`src/nearest_palette_color_match_core_defines.svh`:
```
// ----------------------------------------------------------------------------
// nearest palette color match - assertion macros
// shared helpers for the concurrent checks at the end of the top level
// ----------------------------------------------------------------------------
`ifndef NEAREST_PALETTE_COLOR_MATCH_CORE_DEFINES_SVH
`define NEAREST_PALETTE_COLOR_MATCH_CORE_DEFINES_SVH

// condition that must hold at every clock edge out of reset
`define NPCM_CHECK(label, cond, msg) \
    label: assert property (@(posedge aclk) disable iff (!aresetn) (cond)) \
        else $error(msg);

// same-cycle implication out of reset
`define NPCM_CHECK_IMPL(label, ante, cons, msg) \
    label: assert property (@(posedge aclk) disable iff (!aresetn) (ante) |-> (cons)) \
        else $error(msg);

`endif

```
`src/npcm_pkg.sv`:
```
// ----------------------------------------------------------------------------
// npcm_pkg
// types, widths and helpers shared by the palette match chain
// ----------------------------------------------------------------------------
package npcm_pkg;

    localparam int MAX_ENTRIES = 256;
    localparam int SLOT_LIMIT  = 256;
    // one cell per addressable palette slot
    localparam int NUM_CELLS   = (MAX_ENTRIES < SLOT_LIMIT) ? MAX_ENTRIES : SLOT_LIMIT;

    localparam int INDEX_W = 8;
    localparam int CHAN_W  = 8;
    localparam int COUNT_W = 9;
    localparam int DIST_W  = 10;

    typedef enum logic {
        OP_WRITE = 1'b0,
        OP_QUERY = 1'b1
    } op_t;

    // item plus running search results, handed from cell to cell
    typedef struct packed {
        logic               valid;
        op_t                op;
        logic [INDEX_W-1:0] slot;
        logic [CHAN_W-1:0]  red;
        logic [CHAN_W-1:0]  green;
        logic [CHAN_W-1:0]  blue;
        logic               hit;
        logic [INDEX_W-1:0] hit_index;
        logic               near_valid;
        logic [INDEX_W-1:0] near_index;
        logic [DIST_W-1:0]  near_dist;
    } beat_t;

    function automatic logic [CHAN_W-1:0] abs_diff(input logic [CHAN_W-1:0] a,
                                                   input logic [CHAN_W-1:0] b);
        abs_diff = (a > b) ? (a - b) : (b - a);
    endfunction

endpackage

```
`src/npcm_cell.sv`:
```
// ----------------------------------------------------------------------------
// npcm_cell
// one palette slot: stores its color, compares a passing query against it
// ----------------------------------------------------------------------------
module npcm_cell (
    input  logic                                aclk,
    input  logic                                aresetn,
    input  logic                                advance,
    input  logic                                in_use,
    input  logic [npcm_pkg::INDEX_W-1:0]        cell_id,
    input  npcm_pkg::beat_t                     beat_in,
    output npcm_pkg::beat_t                     beat_out
);
    import npcm_pkg::*;

    logic [3*CHAN_W-1:0] entry_reg;
    logic                valid_reg;
    beat_t               beat_reg;
    beat_t               beat_next;

    logic [CHAN_W-1:0] diff_r;
    logic [CHAN_W-1:0] diff_g;
    logic [CHAN_W-1:0] diff_b;
    logic [DIST_W-1:0] distance;
    logic              exact;
    logic              is_query;
    logic              is_write;

    assign is_query = beat_in.valid && (beat_in.op == OP_QUERY) && in_use;
    assign is_write = beat_in.valid && (beat_in.op == OP_WRITE) && (beat_in.slot == cell_id);

    assign diff_r   = abs_diff(beat_in.red,   entry_reg[3*CHAN_W-1:2*CHAN_W]);
    assign diff_g   = abs_diff(beat_in.green, entry_reg[2*CHAN_W-1:CHAN_W]);
    assign diff_b   = abs_diff(beat_in.blue,  entry_reg[CHAN_W-1:0]);
    assign distance = DIST_W'(diff_r) + DIST_W'(diff_g) + DIST_W'(diff_b);
    assign exact    = (entry_reg == {beat_in.red, beat_in.green, beat_in.blue});

    always_comb begin
        beat_next = beat_in;
        if (is_query && exact && !beat_in.hit) begin
            beat_next.hit       = 1'b1;
            beat_next.hit_index = cell_id;
        end
        // strict less keeps the lowest index on ties
        if (is_query && (!beat_in.near_valid || (distance < beat_in.near_dist))) begin
            beat_next.near_valid = 1'b1;
            beat_next.near_index = cell_id;
            beat_next.near_dist  = distance;
        end
    end

    always_ff @(posedge aclk) begin
        if (!aresetn) begin
            valid_reg <= 1'b0;
        end else if (advance) begin
            valid_reg <= beat_in.valid;
        end
    end

    always_ff @(posedge aclk) begin
        if (advance) begin
            beat_reg <= beat_next;
            if (is_write) begin
                entry_reg <= {beat_in.red, beat_in.green, beat_in.blue};
            end
        end
    end

    always_comb begin
        beat_out       = beat_reg;
        beat_out.valid = valid_reg;
    end

endmodule

```
`config.mk`:
```
export PLATFORM = sky130hd
export DESIGN_NAME = npcm_cell
export DESIGN_NICKNAME = d
export VERILOG_FILES = /design/src/nearest_palette_color_match_core_defines.svh /design/src/npcm_pkg.sv /design/src/npcm_cell.sv
export SDC_FILE = /design/constraint.sdc
export NUM_CORES = 1
export LEC_CHECK = 0
export BUFFER_PORTS_ARGS = -buffer_cell sky130_fd_sc_hd__buf_2
export CAP_MARGIN = 20
export CORE_UTILIZATION = 50
export DETAILED_ROUTE_END_ITERATION = 6
export PLACE_DENSITY = 0.87
export SYNTH_ARGS = -nofsm -noshare
export SYNTH_HDL_FRONTEND = slang
export SYNTH_SLANG_ARGS = --single-unit
```
`constraint.sdc`:
```
create_clock -name aclk -period 6.3 [get_ports aclk]
set_clock_uncertainty 0.2 [all_clocks]
set_input_delay 0.315 -clock aclk [delete_from_list [all_inputs] [get_ports aclk]]
set_output_delay 0.315 -clock aclk [all_outputs]
set_load 0.005 [all_outputs]
```
==> metrics, run 1 <==
complex-gate fraction of the synthesized area 0.1050; worst hold path type primary input to flop; crit start category primary input; die area 11950 um2; met1 Usage GRT 0.2629; PwrDens 255.9 nW/um2; post-synthesis cell type count 46; Placement Setup Slack 244.8 ps; First-pass DRT Iterations 6; CTS tree done; final hold violations 0; Worst EP arrival 6210 ps; Clock transition at path regs 60 ps; final wirelength 13.58 mm; Syn Area/Cell 11.78 um2; CTS Sinks 86; Residual DRC 0; GRT Overall Usage 0.2230; vias per cell 5.532; Port Buf Inserts 135; largest net degree at the start of global routing 63; post-synth top area cell edfxtp_1; first-pass GRT wire length 19.98 mm; hpwl dp 9.672 mm; count leader, synth edfxtp_1; met2 Use GR 0.3881; setup TNS -56.19 ps; Final Cycle Share 1.002; Die Wd 109.3 um; Post-Synth Adder-Cell Area 0.1847; pins over their slew limit 0; Synth warnings 0; Antenna diodes 0; Synth Instances 489; crit path kind primary input to flop; antenna-violating nets left 0; fin worst setup slack -15.14 ps; async set or reset register ratio after synthesis 0; max capacitance violation total 0; Skew-Pair Late Insertion Delay 340 ps; max reg flops 61; Crit. End Element flop; num rows 38; commonest cells in the synthesized netlist 85 x edfxtp_1, 79 x inv_1, 61 x ha_1, 35 x a21oi_1, 21 x mux2_2; Final min period 6315 ps; GR Overflow Total 0; failing checks negative setup slack; Critical Path Fanout Max 7; clock buffer depth 2; status finished, violations left; GP Congestion 0.9242; area share of the largest cell type after synthesis 0.4433; core area 11030 um2; CTS Root Cell clkbuf_16; leakage 3.387 nW; simple-gate area share of the yosys netlist 0.05976; wire per inst 16.94 um; Synth area leaders edfxtp_1 44%, ha_1 13%, fa_1 5.2%; max frequency 158.4 MHz; met3 Use GR 0.03972; Top FF cell, synth edfxtp_1; I/O Pins 136; vias in the first global route 4303; Final setup viols 4; Crit path required time 6200 ps; synthesized area 5758 um2; initial antenna violation count 0; final core occ 0.6661; Most Crowded Layer GR met2; share of layout cells above drive strength 1 0.3429; Die Y-Extent 109.3 um; VDD IR max 0.1421 mV; flops & latches, synth 86; Initial Util 0.5220; Syn-to-layout area delta 27.60%; initial drt markers 351; DR vias 4437; mux cell area share after synthesis 0.09322; total power 1.880 mW; number of synthesized flops with an enable pin 85; largest family of logic cells by synthesized area adder cells; H-tree levels 3; Final #Nets 807; Worst Max-Slew Pin Slew 814.9 ps; Synth Area in XOR/XNOR 0.04563; Num CTS Buffers 9; Seq/Total Area, Yosys 0.4468; slew margin rel. 0.4567; Net Count, Synth 639
## layer usage
layer	wire [um]	vias to the layer above
met5	0	-
met4	454	0
met3	966	41
met2	6698	225
met1	5462	2082
li1	-	2089
## path summary, 6_finish.rpt
kind                   end  cells past startpoint          from  slack [ps]
max reg2reg    beat_out[2]                     21  entry_reg[8]         310
min          entry_reg[14]                      1   beat_in[42]           9
max            beat_out[2]                     24   beat_in[36]         -20
min reg2reg      valid_reg                      2     valid_reg         290
## report_power, final
group / switching, mW / internal, mW / total, mW
clock network: 0.221 / 0.280 / 0.501
logic: 0.376 / 0.322 / 0.699
registers: 0.00847 / 0.672 / 0.681
## critical path, cell delays in order
cell	delay, ps
dlygate4sd3_1	540
buf_2	150
inv_1	60
ha_1	170
inv_1	60
fa_2	360
nand3_2	110
a21oi_1	90
o32ai_2	280
buf_6	200
mux2_2	380
fa_1	470
ha_1	240
fa_2	370
a21oi_2	220
inv_1	80
a21oi_1	230
xnor2_1	240
ha_1	320
a21oi_1	160
o21ai_0	140
a221oi_2	440
buf_4	240
mux2_2	340
## per-stage QoR
stage                     instance area, um2  cells  hold WS (ps)
after floorplan                         5758    489         213.9
after global placement                  6575    755         266.4
after detailed placement                6575    755         283.0
after CTS                               7109    796         2.268
after global routing                    7347    802         4.015
final                                   7347    802         9.032
## placed cells by master (no fill, tap or decap), types with 14 or more instances in the layout
cell type / n
nand2_1: 20
xor2_1: 18
a21oi_1: 29
dlygate4sd3_1: 25
inv_1: 78
edfxtp_1: 85
mux2_2: 21
ha_1: 56
mux2i_1: 14
a211oi_1: 15
buf_2: 135
## final cells by class
type	count	area, um2
inverter	79	296.5
multi-input combinational	310	2999
timing repair buffer	171	1020
sequential	86	2572
clock inverter	6	45.04
fill	775	3684
clock buffer	10	239.0
tap	140	175.2
## kinds of logic after synthesis
| family | after synthesis |
|---|---|
| buf+inv | 93 |
| compound gates | 92 |
| flops | 86 |
| fa+ha+maj | 76 |
| simple gates | 65 |
| mux | 47 |
| xor+xnor | 30 |
## timing repair
action | CTS | global route
resized for setup | 0 | 44
hold endpoints to repair | 41 | 0
endpoints found under the setup margin | 0 | 18
hold buffers | 25 | 0
buffers inserted | 0 | 4
No activity file was read; power rests on OpenSTA's default activity.
==> run 2: changes to the inputs <==
Settings changed: HOLD_SLACK_MARGIN set to 0.1, SLEW_MARGIN set to 25.
==> run 2 against run 1 <==
Against the previous run: the run now ends clean; sequential share of layout area fell by 1.4 points; register-to-register slack gained 60 ps; final cell count grew 4.1%; setup slack improved by 90 ps; combinational power down 0.6%; sequential power about the same; first-iteration DRC count fell by 17%; sequential cell count unchanged; non-clock buffer count is 33 higher; clock power barely moved; critical path depth up 2; fmax rose by 1.5%; critical endpoint is now beat_out[12]; largest power group unchanged; highest routed layer unchanged.
==> metrics, run 2 (synthesis results as in run 1) <==
status finished, final reports clean; slew margin rel. 0.4598; I/O Pins 136; core area 11030 um2; Worst Max-Slew Pin Slew 810.2 ps; GP Congestion 0.9242; commonest non-fill, non-tap cell in the layout buf_2; Initial Util 0.5220; Die Wd 109.3 um; crit start category primary input; Worst EP arrival 6120 ps; GRT Overall Usage 0.2316; CTS tree done; hpwl dp 9.672 mm; share of layout cells above drive strength 1 0.3281; Crit path required time 6200 ps; max frequency 160.7 MHz; Reg2Reg Setup Slack 370 ps; Die Y-Extent 109.3 um; final core occ 0.6940; final hold violations 0; First-pass DRT Iterations 6; GR Overflow Total 0; max reg flops 61; clock buffer depth 2; Crit. End Element flop; Clock transition at path regs 60 ps; Skew-Pair Late Insertion Delay 340 ps; most frequent cells in the layout 135 x buf_2, 85 x edfxtp_1, 78 x inv_1; Final setup viols 0; PwrDens 245.1 nW/um2; wire per inst 17.04 um; Syn-to-layout area delta 32.94%; vias per cell 5.451; Port Buf Inserts 135; leakage 3.523 nW; antenna-violating nets left 0; net switching fraction of the power 0.3201; Residual DRC 0; DR vias 4552; Final min period 6225 ps; total power 1.876 mW; Non-Filler Instances 835; crit path kind primary input to flop; num rows 38; logic gate share of total power 0.370; pins over their slew limit 0; final wirelength 14.23 mm; Antenna diodes 0; Final #Nets 840; largest net degree at the start of global routing 63; internal power 1.276 mW; Final Cycle Share 0.9880; initial antenna violation count 0; worst hold margin 117.6 ps; Flop pwr share 0.363; Critical Path Fanout Max 7; worst hold path type primary input to flop; CTS Sinks 86; Num CTS Buffers 9; CTS Root Cell clkbuf_16; max capacitance violation total 0; first-pass GRT wire length 20.85 mm; H-tree levels 3; initial drt markers 290; placed cells 755; clock share of power 0.267; Net Switching 0.6004 mW; vias in the first global route 4483; die area 11950 um2; VDD IR max 0.1490 mV
## run 2: worst max-delay path: stages
cell	delay (ps)
dlygate4sd3_1	540
buf_2	150
inv_1	60
ha_1	170
inv_1	60
fa_2	360
nand3_2	90
a21oi_1	80
o32ai_2	290
buf_6	200
mux2i_4	260
xnor2_2	90
fa_1	520
inv_1	50
ha_2	340
a21oi_2	200
o21bai_2	120
or4_1	500
nand3_2	90
ha_1	240
o21a_1	200
a21oi_1	130
o41ai_1	90
a221oi_2	400
buf_4	240
mux2_2	340
## run 2: timing repair
item,CTS,global route
gates resized for setup,0,42
buffers inserted,0,5
endpoints found under the setup margin,0,18
hold buffers,57,0
endpoints found under the hold margin,80,0
## run 2: stage by stage
stage	TNS (ps)	setup slack [ps]	cell area, um2
3_5_place_dp	0	244.8	6575
3_3_place_gp	0	468.7	6575
2_1_floorplan	0	224.1	5758
4_1_cts	0	54.75	7430
5_1_grt	-1387	-99.80	7655
6_report	0	75.35	7655
## run 2: power groups by stage
stage          combinational (mW)  sequential, mW  clock, mW
6_report                    0.695           0.681      0.500
4_1_cts                     0.594           0.681      0.512
5_1_grt                     0.767           0.684      0.536
3_3_place_gp                0.532           0.692          0
3_5_place_dp                0.562           0.693          0
2_1_floorplan               0.382           0.699          0
## run 2: path summary, 6_finish.rpt
check | from | end | cells after the start
max | beat_in[36] | beat_out[12] | 26
min | cell_id[2] | beat_out[21] | 2
max reg2reg | entry_reg[13] | beat_out[12] | 21
min reg2reg | valid_reg | valid_reg | 3
## run 2: layout make-up
cell class	instances	area [um2]
fill	739	3376
timing repair buffer	204	1348
inverter	79	296.5
tap	140	175.2
sequential	86	2572
clock buffer	10	239.0
clock inverter	6	45.04
multi-input combinational	310	2979
## run 2: metal layers
| metal | global-route usage | share of wire | vias to the layer above |
|---|---|---|---|
| li1 | - | - | 2153 |
| met1 | 0.2719 | 0.41 | 2133 |
| met2 | 0.4084 | 0.49 | 224 |
| met3 | 0.04090 | 0.063 | 42 |
| met4 | 0.1133 | 0.035 | 0 |
| met5 | 0 | 0 | - |
==> run 3: changes to the inputs <==
Settings changed: CORE_UTILIZATION 50 to 58, CTS_BUF_LIST set to sky130_fd_sc_hd__clkbuf_4 sky130_fd_sc_hd__clkbuf_8, PLACE_DENSITY 0.87 to 0.94, RECOVER_POWER set to 25.
Clock period 6.3 ns to 7.39 ns, I/O delays scaled along.
==> run 3 against run 2 <==
Against the previous run: global-route usage up 7.1 points; sequential power down 15%; clock power down 16%; sequential share of layout area up 2.1 points; core utilization up 7.1 points; total power down 18%; the run now ends with max-capacitance violations, max-slew violations left; hold slack worse by 4.8 ps; non-clock buffer count down 21; critical path type unchanged; setup slack better by 480 ps; final cell count down 3.8%; largest cell class unchanged; via count down 0.70%.
==> metrics, run 3 (synthesis results as in run 1) <==
initial drt markers 199; Resized cells post-CTS 0; GRT Overall Usage 0.3029; vias per cell 5.629; max frequency 146.2 MHz; Layout fillers 611; initial antenna violation count 0; setup TNS 0 ps; clock buffer depth 2; fin area 7198 um2; Die Wd 101.6 um; core area 9415 um2; Skew-Pair Late Insertion Delay 380 ps; CTS Sinks 86; Final #Nets 819; antenna-violating nets left 0; wire per inst 18.72 um; most frequent cells in the layout 102 x buf_2, 85 x edfxtp_1, 79 x inv_1; Syn-to-layout area delta 25.01%; logic gate share of total power 0.346; final wirelength 15.03 mm; Worst Max-Slew Pin Slew 3467 ps; GR Overflow Total 0; Critical Path Fanout Max 11; worst hold path type primary input to flop; Num CTS Buffers 9; pins over their slew limit 64; Final min period 6839 ps; Clock transition at path regs 90 ps; Net Switching 0.4956 mW; DR vias 4520; clock share of power 0.273; PwrDens 212.6 nW/um2; slew margin rel. -1.311; max capacitance violation total 1; Post-DP Area 6554 um2; net switching fraction of the power 0.3239; Crit path required time 7310 ps; hpwl dp 10.44 mm; vias in the first global route 4775; crit path kind primary input to flop; status finished, violations left; Port Buf Inserts 135; crit start category primary input; Residual DRC 0; Initial Util 0.6116; RSZ-0062 raised after global routing no; commonest non-fill, non-tap cell in the layout buf_2; Crit. End Element flop; max reg flops 61; CP max stage cell o32ai_2; largest net degree at the start of global routing 64; CTS tree done; die area 10330 um2; CTS Root Cell clkbuf_8; failing checks max-capacitance violations, max-slew violations; I/O Pins 136; Post-CTS Setup Bufs 0; Worst EP arrival 6760 ps; internal power 1.035 mW; VDD IR max 0.1113 mV; Flop pwr share 0.381; GP Congestion 0.8715; Final Cycle Share 0.9254; first-pass GRT wire length 23.36 mm; share of layout cells above drive strength 1 0.2315; leakage 3.307 nW; final hold violations 0; slowest stage delay, CP 700 ps; Final setup viols 0; H-tree levels 3; Antenna diodes 0; First-pass DRT Iterations 5; num rows 35; Die Y-Extent 101.6 um
run 3: cell types whose count changed in the layout (fill, tap and decap cells not counted), moves of 4 or more:
cell,previous run,this run
clkbuf_8,1,9
ha_2,4,0
clkbuf_1,0,34
mux2i_1,14,18
buf_4,9,3
ha_1,56,61
a21oi_2,5,0
dlygate4sd3_1,57,44
buf_2,135,102
a21oi_1,29,35
clkbuf_16,9,0
run 3: routing by layer:
layer / track usage / part of all wire / vias up
met3: 0.06763 / 0.072 / 53
met1: 0.3425 / 0.39 / 2129
met2: 0.5260 / 0.50 / 228
li1: - / - / 2110
met4: 0.1773 / 0.043 / 0
met5: 0 / 0 / -
run 3: final cells by class:
cell class | count | area [um2] | share of cell area
tap | 129 | 161.4 | 0.02242
timing repair buffer | 183 | 1101 | 0.1530
sequential | 86 | 2572 | 0.3574
inverter | 79 | 296.5 | 0.04120
clock buffer | 9 | 123.9 | 0.01721
multi-input combinational | 310 | 2818 | 0.3914
clock inverter | 7 | 125.1 | 0.01738
run 3: repair_timing:
action	in CTS	in global routing
setup endpoints to repair	0	0
endpoints found under the hold margin	64	4
hold buffers	40	4
run 3: worst max-delay path, delay by kind of cell:
kind | cells | cell delay (ps)
AND/OR/NAND/NOR | 2 | 230
adder cells (fa/ha/maj) | 5 | 1410
multiplexers | 2 | 700
buffers and inverters | 6 | 1260
XOR/XNOR | 1 | 290
AO/OA/AOI/OAI | 9 | 2460
run 3: final timing paths:
check               startpoint            to  slack, ps  cells past startpoint
hold / removal     beat_in[25]  beat_out[25]        110                      2
setup / recovery   beat_in[36]  beat_out[16]        550                     25
setup reg to reg  entry_reg[8]  beat_out[16]        980                     22
hold reg to reg      valid_reg     valid_reg        310                      2
run 3: per-stage QoR:
stage / utilization / std cells / power (mW) / setup WS [ps] / hold WS [ps]
after floorplan: - / 489 / 0.9216 / 1288 / 256.3
after global placement: 0.6961 / 743 / 1.041 / 1280 / 267.9
after detailed placement: 0.6961 / 743 / 1.077 / 950.7 / 278.1
after CTS: 0.7651 / 799 / 1.510 / 757.8 / 102.1
after global routing: 0.7645 / 803 / 1.621 / 196.6 / 104.5
final: 0.7645 / 803 / 1.530 / 550.9 / 112.8
run 3: power groups by stage:
| stage | Combinational, mW | Clock, mW | Sequential, mW |
|---|---|---|---|
| global placement | 0.452 | 0 | 0.589 |
| detailed placement | 0.486 | 0 | 0.591 |
| floorplan | 0.326 | 0 | 0.596 |
| global route | 0.593 | 0.442 | 0.585 |
| CTS | 0.508 | 0.422 | 0.580 |
| finish | 0.530 | 0.418 | 0.582 |
